**src/design/lphs_pkg.sv**
```systemverilog
`timescale 1ns / 1ps
// Shared types and constants for the linear probing hash set.
// Depends on nothing; imported by lphs_hash, linear_probe_hash_set and the testbench.
package lphs_pkg;

    localparam int DEF_MAX_ENTRIES = 128;
    localparam int DEF_TABLE_SIZE  = 192;
    localparam int DEF_KEY_BYTES   = 4;

    localparam int KEY_W     = 32;
    localparam int ROT_BITS  = 2;
    localparam int OUT_W     = 16;

    localparam logic [1:0] OP_LOOKUP = 2'd0;
    localparam logic [1:0] OP_INSERT = 2'd1;
    localparam logic [1:0] OP_CLEAR  = 2'd2;

    typedef struct packed {
        logic             valid;
        logic [KEY_W-1:0] key;
    } slot_t;

    typedef enum logic [2:0] {
        ST_INIT,
        ST_IDLE,
        ST_HASH,
        ST_CHECK,
        ST_CLEAR,
        ST_DONE
    } lphs_state_t;

endpackage

```
**src/design/lphs_hash.sv**
```systemverilog
`timescale 1ns / 1ps
// Home slot unit: byte rotate-xor hash and reduction modulo the table size.
// Three register stages; depends on lphs_pkg.
module lphs_hash
    import lphs_pkg::*;
#(
    parameter int TABLE_SIZE = DEF_TABLE_SIZE,
    parameter int KEY_BYTES  = DEF_KEY_BYTES
) (
    input  logic                          aclk,
    input  logic                          aresetn,
    input  logic                          start,
    input  logic [KEY_W-1:0]              key,
    output logic                          done,
    output logic [$clog2(TABLE_SIZE)-1:0] slot
);

    localparam int SLOT_W = $clog2(TABLE_SIZE);
    localparam int R_W    = SLOT_W + 1;
    localparam logic [KEY_W-1:0] RECIP = KEY_W'((64'd1 << KEY_W) / TABLE_SIZE);
    localparam logic [R_W-1:0]   TSIZE = R_W'(TABLE_SIZE);

    logic [2:0]        vld_reg;
    logic [KEY_W-1:0]  h_comb;
    logic [63:0]       prod;
    logic [KEY_W-1:0]  h1_reg;
    logic [KEY_W-1:0]  q_reg;
    logic [63:0]       qt_full;
    logic [R_W-1:0]    r_reg;
    logic [R_W-1:0]    r_sub;
    logic [SLOT_W-1:0] slot_reg;

    // Fold the key bytes, lowest first; bytes above the key width are zero.
    always_comb begin
        logic [63:0] key_wide;
        key_wide = {32'd0, key};
        h_comb   = {24'd0, key_wide[7:0]};
        for (int i = 1; i < KEY_BYTES; i++) begin
            h_comb = {h_comb[KEY_W-ROT_BITS-1:0], h_comb[KEY_W-1:KEY_W-ROT_BITS]}
                     ^ {24'd0, key_wide[8*i +: 8]};
        end
    end

    // Quotient estimate is at most one short, so the remainder stays below 2x.
    assign prod    = 64'(h_comb) * 64'(RECIP);
    assign qt_full = 64'(q_reg) * 64'(TABLE_SIZE);
    assign r_sub   = r_reg - TSIZE;

    always_ff @(posedge aclk) begin
        if (!aresetn) begin
            vld_reg <= '0;
        end else begin
            vld_reg <= {vld_reg[1:0], start};
        end
    end

    always_ff @(posedge aclk) begin
        h1_reg   <= h_comb;
        q_reg    <= prod[63:32];
        r_reg    <= h1_reg[R_W-1:0] - qt_full[R_W-1:0];
        slot_reg <= (r_reg >= TSIZE) ? r_sub[SLOT_W-1:0] : r_reg[SLOT_W-1:0];
    end

    assign done = vld_reg[2];
    assign slot = slot_reg;

endmodule

```
**config.mk**
```make
export PLATFORM = sky130hd
export DESIGN_NAME = lphs_hash
export DESIGN_NICKNAME = d
export VERILOG_FILES = /design/src/design/lphs_pkg.sv /design/src/design/lphs_hash.sv
export SDC_FILE = /design/constraint.sdc
export NUM_CORES = 1
export LEC_CHECK = 0
export ABC_AREA = 1
export BUFFER_PORTS_ARGS = -buffer_cell sky130_fd_sc_hd__buf_2
export CAP_MARGIN = 20
export CORE_MARGIN = 2
export CORE_UTILIZATION = 40
export CTS_BUF_LIST = sky130_fd_sc_hd__clkbuf_4 sky130_fd_sc_hd__clkbuf_8
export CTS_CLUSTER_DIAMETER = 30
export DETAILED_ROUTE_END_ITERATION = 8
export HOLD_SLACK_MARGIN = 0.1
export PLACE_DENSITY = 0.63
export SLEW_MARGIN = 5
export SYNTH_ARGS = -nofsm -noshare
export SYNTH_HDL_FRONTEND = slang
export SYNTH_SLANG_ARGS = --single-unit
export TNS_END_PERCENT = 10
```
**constraint.sdc**
```tcl
create_clock -name aclk -period 6.65 [get_ports aclk]
set_clock_uncertainty 0.2 [all_clocks]
set_input_delay 1.995 -clock aclk [delete_from_list [all_inputs] [get_ports aclk]]
set_output_delay 1.995 -clock aclk [all_outputs]
set_load 0.05 [all_outputs]
```
==> out/metrics.yaml <==
outcome:
  outcome: "finished clean"
cells_and_area:
  most_common_cell_after_layout_fill_and_taps_aside: "inv_1"
  post_route_cells_drive_above_1_share: 0.220
  n_antenna_cell: 0
  layout.nets: 663
  final_cell_mix: "inv_1, ha_1, nand2_1"
  area_growth_syn_to_layout_pct: 23.0
synthesis:
  dominantRegCellSynth: "dfxtp_1"
  asyncSetResetFlopFracSynth: 0
  ffs_latches_synth: 32
  synth_seq_area_share: 0.170
  synth_nets: 582
  synth.yosys.warnings: 0
  mappedNetlistArea_mm2: 0.00378
  synth_edf_count: 0
  syn_area_cell_um2: 8.83
  yosysUniqueCellTypes: 29
  synth_cells: 428
clock_tree:
  htreeDepth: 2
  cts_tree: "built"
  clockRootBuffer: "clkbuf_8"
  cts_num_sinks: 32
  cts-root-to-sink-buffers: 2
  cts.clk_slew.worst_paths_ns: 0.07
  cts-buffers-inserted: 5
  ctsHoldBuffers: 0
  clk-insertion-delay-late_ns: 0.29
grt:
  grt_antenna_before_repair: 0
  grt_usage: 0.156
  grt_first_pass_wirelength_um: 12700
  grt-ovfl-total: 0
  first_global_vias: 2919
  grt_start_max_net_pins: 11
drt:
  routedWlPerCell_um: 12.4
  dr.pass1.iters: 4
  detail-route-antenna-nets: 0
  post_drt_via_cell_ratio: 4.68
  via_count: 2904
  starting_drc_count_in_detailed_routing: 115
  postRouteWirelength_um: 7710
  drc_errors: 0
die:
  die_area_mm2: 0.0102
  design.portCount: 44
  floorplan.core_area_mm2: 0.00920
  floorplan.initialDensity: 0.411
  number_of_cell_rows: 35
  die_height_um: 101
  dieWidth_um: 101
sta:
  fin_crit_sh: 0.993
  unrepaired_setup_endpoints_after_global_routing: "true"
  timing.max_slew.rel_slack: 0.693
  whs_ns: 0.127
  period_needed_ns: 6.60
  clock.fmax_mhz: 151
  worst_pin_slew_ns: 0.459
  number_of_endpoints_with_negative_hold_slack_in_the_final_report: 0
  setup_viol: 0
  max_transition_viols_final: 0
worst_setup_path:
  criticalPathCategory: "in2reg"
  crit_top_cell: "inv_2"
  critical-path-slowest-cell: "fa_2"
  cp_slowest_stage_delay_ns: 0.62
  critPathCaptureType: "flip-flop"
  worstPathMaxFanout: 3
  crit_chain: "buf_6 > xnor2_2 > xor2_1 > inv_1 > ha_4 > inv_2 > fa_1 > fa_2 > inv_2 > fa_1 > fa_2 > inv_2 > fa_1 > inv_2 > ha_4 > a21oi_4 > buf_4 > nor4b_4 > nor2_2 > nand4_1 > nand2_1"
  worst_ep_required_time_ns: 6.64
  critical_path.startpoint_type: "input pin"
  critical_path_arrival_ns: 6.59
run:
  timing.max_cap.violations: 0
placement:
  gp_routability_congestion: 0.879
  dpl.hpwl_um: 6640
  port-buffer-count: 43
min_path:
  worstHoldPathType: "reg2reg"
-- routing by layer --
metal	vias up	routed length [µm]	track usage
met1	1330	3460	0.204
met2	57	3800	0.269
met5	-	0	0
met3	17	225	0.0166
met4	0	222	0.0520
li1	1500	-	-
-- cell usage after synthesis, drive strengths merged, types with 2 or more instances --
master	count	area (µm²)
nand4	3	25.0
o21ai	10	50.1
a21oi	21	109
nor2	20	90.1
o21a	3	22.5
xor2	11	96.3
ha	78	976
inv	99	372
dfxtp	32	641
xnor2	18	158
o21bai	3	22.5
a21o	2	15.0
fa	41	821
nand3	10	55.1
nand2	68	258
nor3	4	25.0
-- critical path, delay by kind of cell --
kind / cells / cell delay [ns]
AOI/OAI and AO/OA: 1 / 0.06
xor gates and xnor gates: 2 / 0.32
buffers and inverters: 7 / 0.56
and+or+nand+nor: 4 / 0.55
adders and majority gates: 7 / 3.10
-- logic make-up (layout without fill, tap and decap cells) --
group,after synthesis,in the layout,synth area share
simple gates,109,109,0.130
flops,32,32,0.170
buf+inv,99,181,0.0984
xor+xnor,29,29,0.0672
compound gates,40,40,0.0596
fa+ha+maj,119,119,0.476
-- per-stage QoR --
stage	instances	worst slack, ns	cell area [µm²]	util	setup TNS (ns)
final	621	0.0482	4650	0.505	0
after global routing	621	-0.127	4650	0.505	-0.341
after CTS	620	0.0172	4510	0.490	0
after detailed placement	612	-0.299	4380	0.476	-0.718
after global placement	612	-0.309	4380	0.476	-0.735
after floorplan	428	0.000970	3800	-	0
-- final cells by class --
type	instances	area [µm²]
well taps	111	139
inverters	99	372
fillers	877	4550
clock buffers	7	96.3
flip-flops and latches	32	641
clock inverters	1	30.0
multi-input cells	297	2910
repair buffers	74	460
-- final timing paths --
path / start / end / slack [ns] / cells past startpoint
min reg2reg: h1_reg[3] / r_reg[3] / 0.13 / 0
max reg2reg: q_reg[0] / r_reg[8] / 4.76 / 6
max: key[22] / q_reg[2] / 0.05 / 21
min: h1_reg[3] / r_reg[3] / 0.13 / 0
-- timing repair --
| item | CTS | global route |
|---|---|---|
| setup endpoints to repair | 1 | 3 |
| pin swaps | 0 | 22 |
| buffers inserted | 0 | 1 |
| gates resized for setup | 1 | 24 |
Power is not shown: default switching activity piles up to over one toggle a cycle in this logic, so the estimate is an artifact.
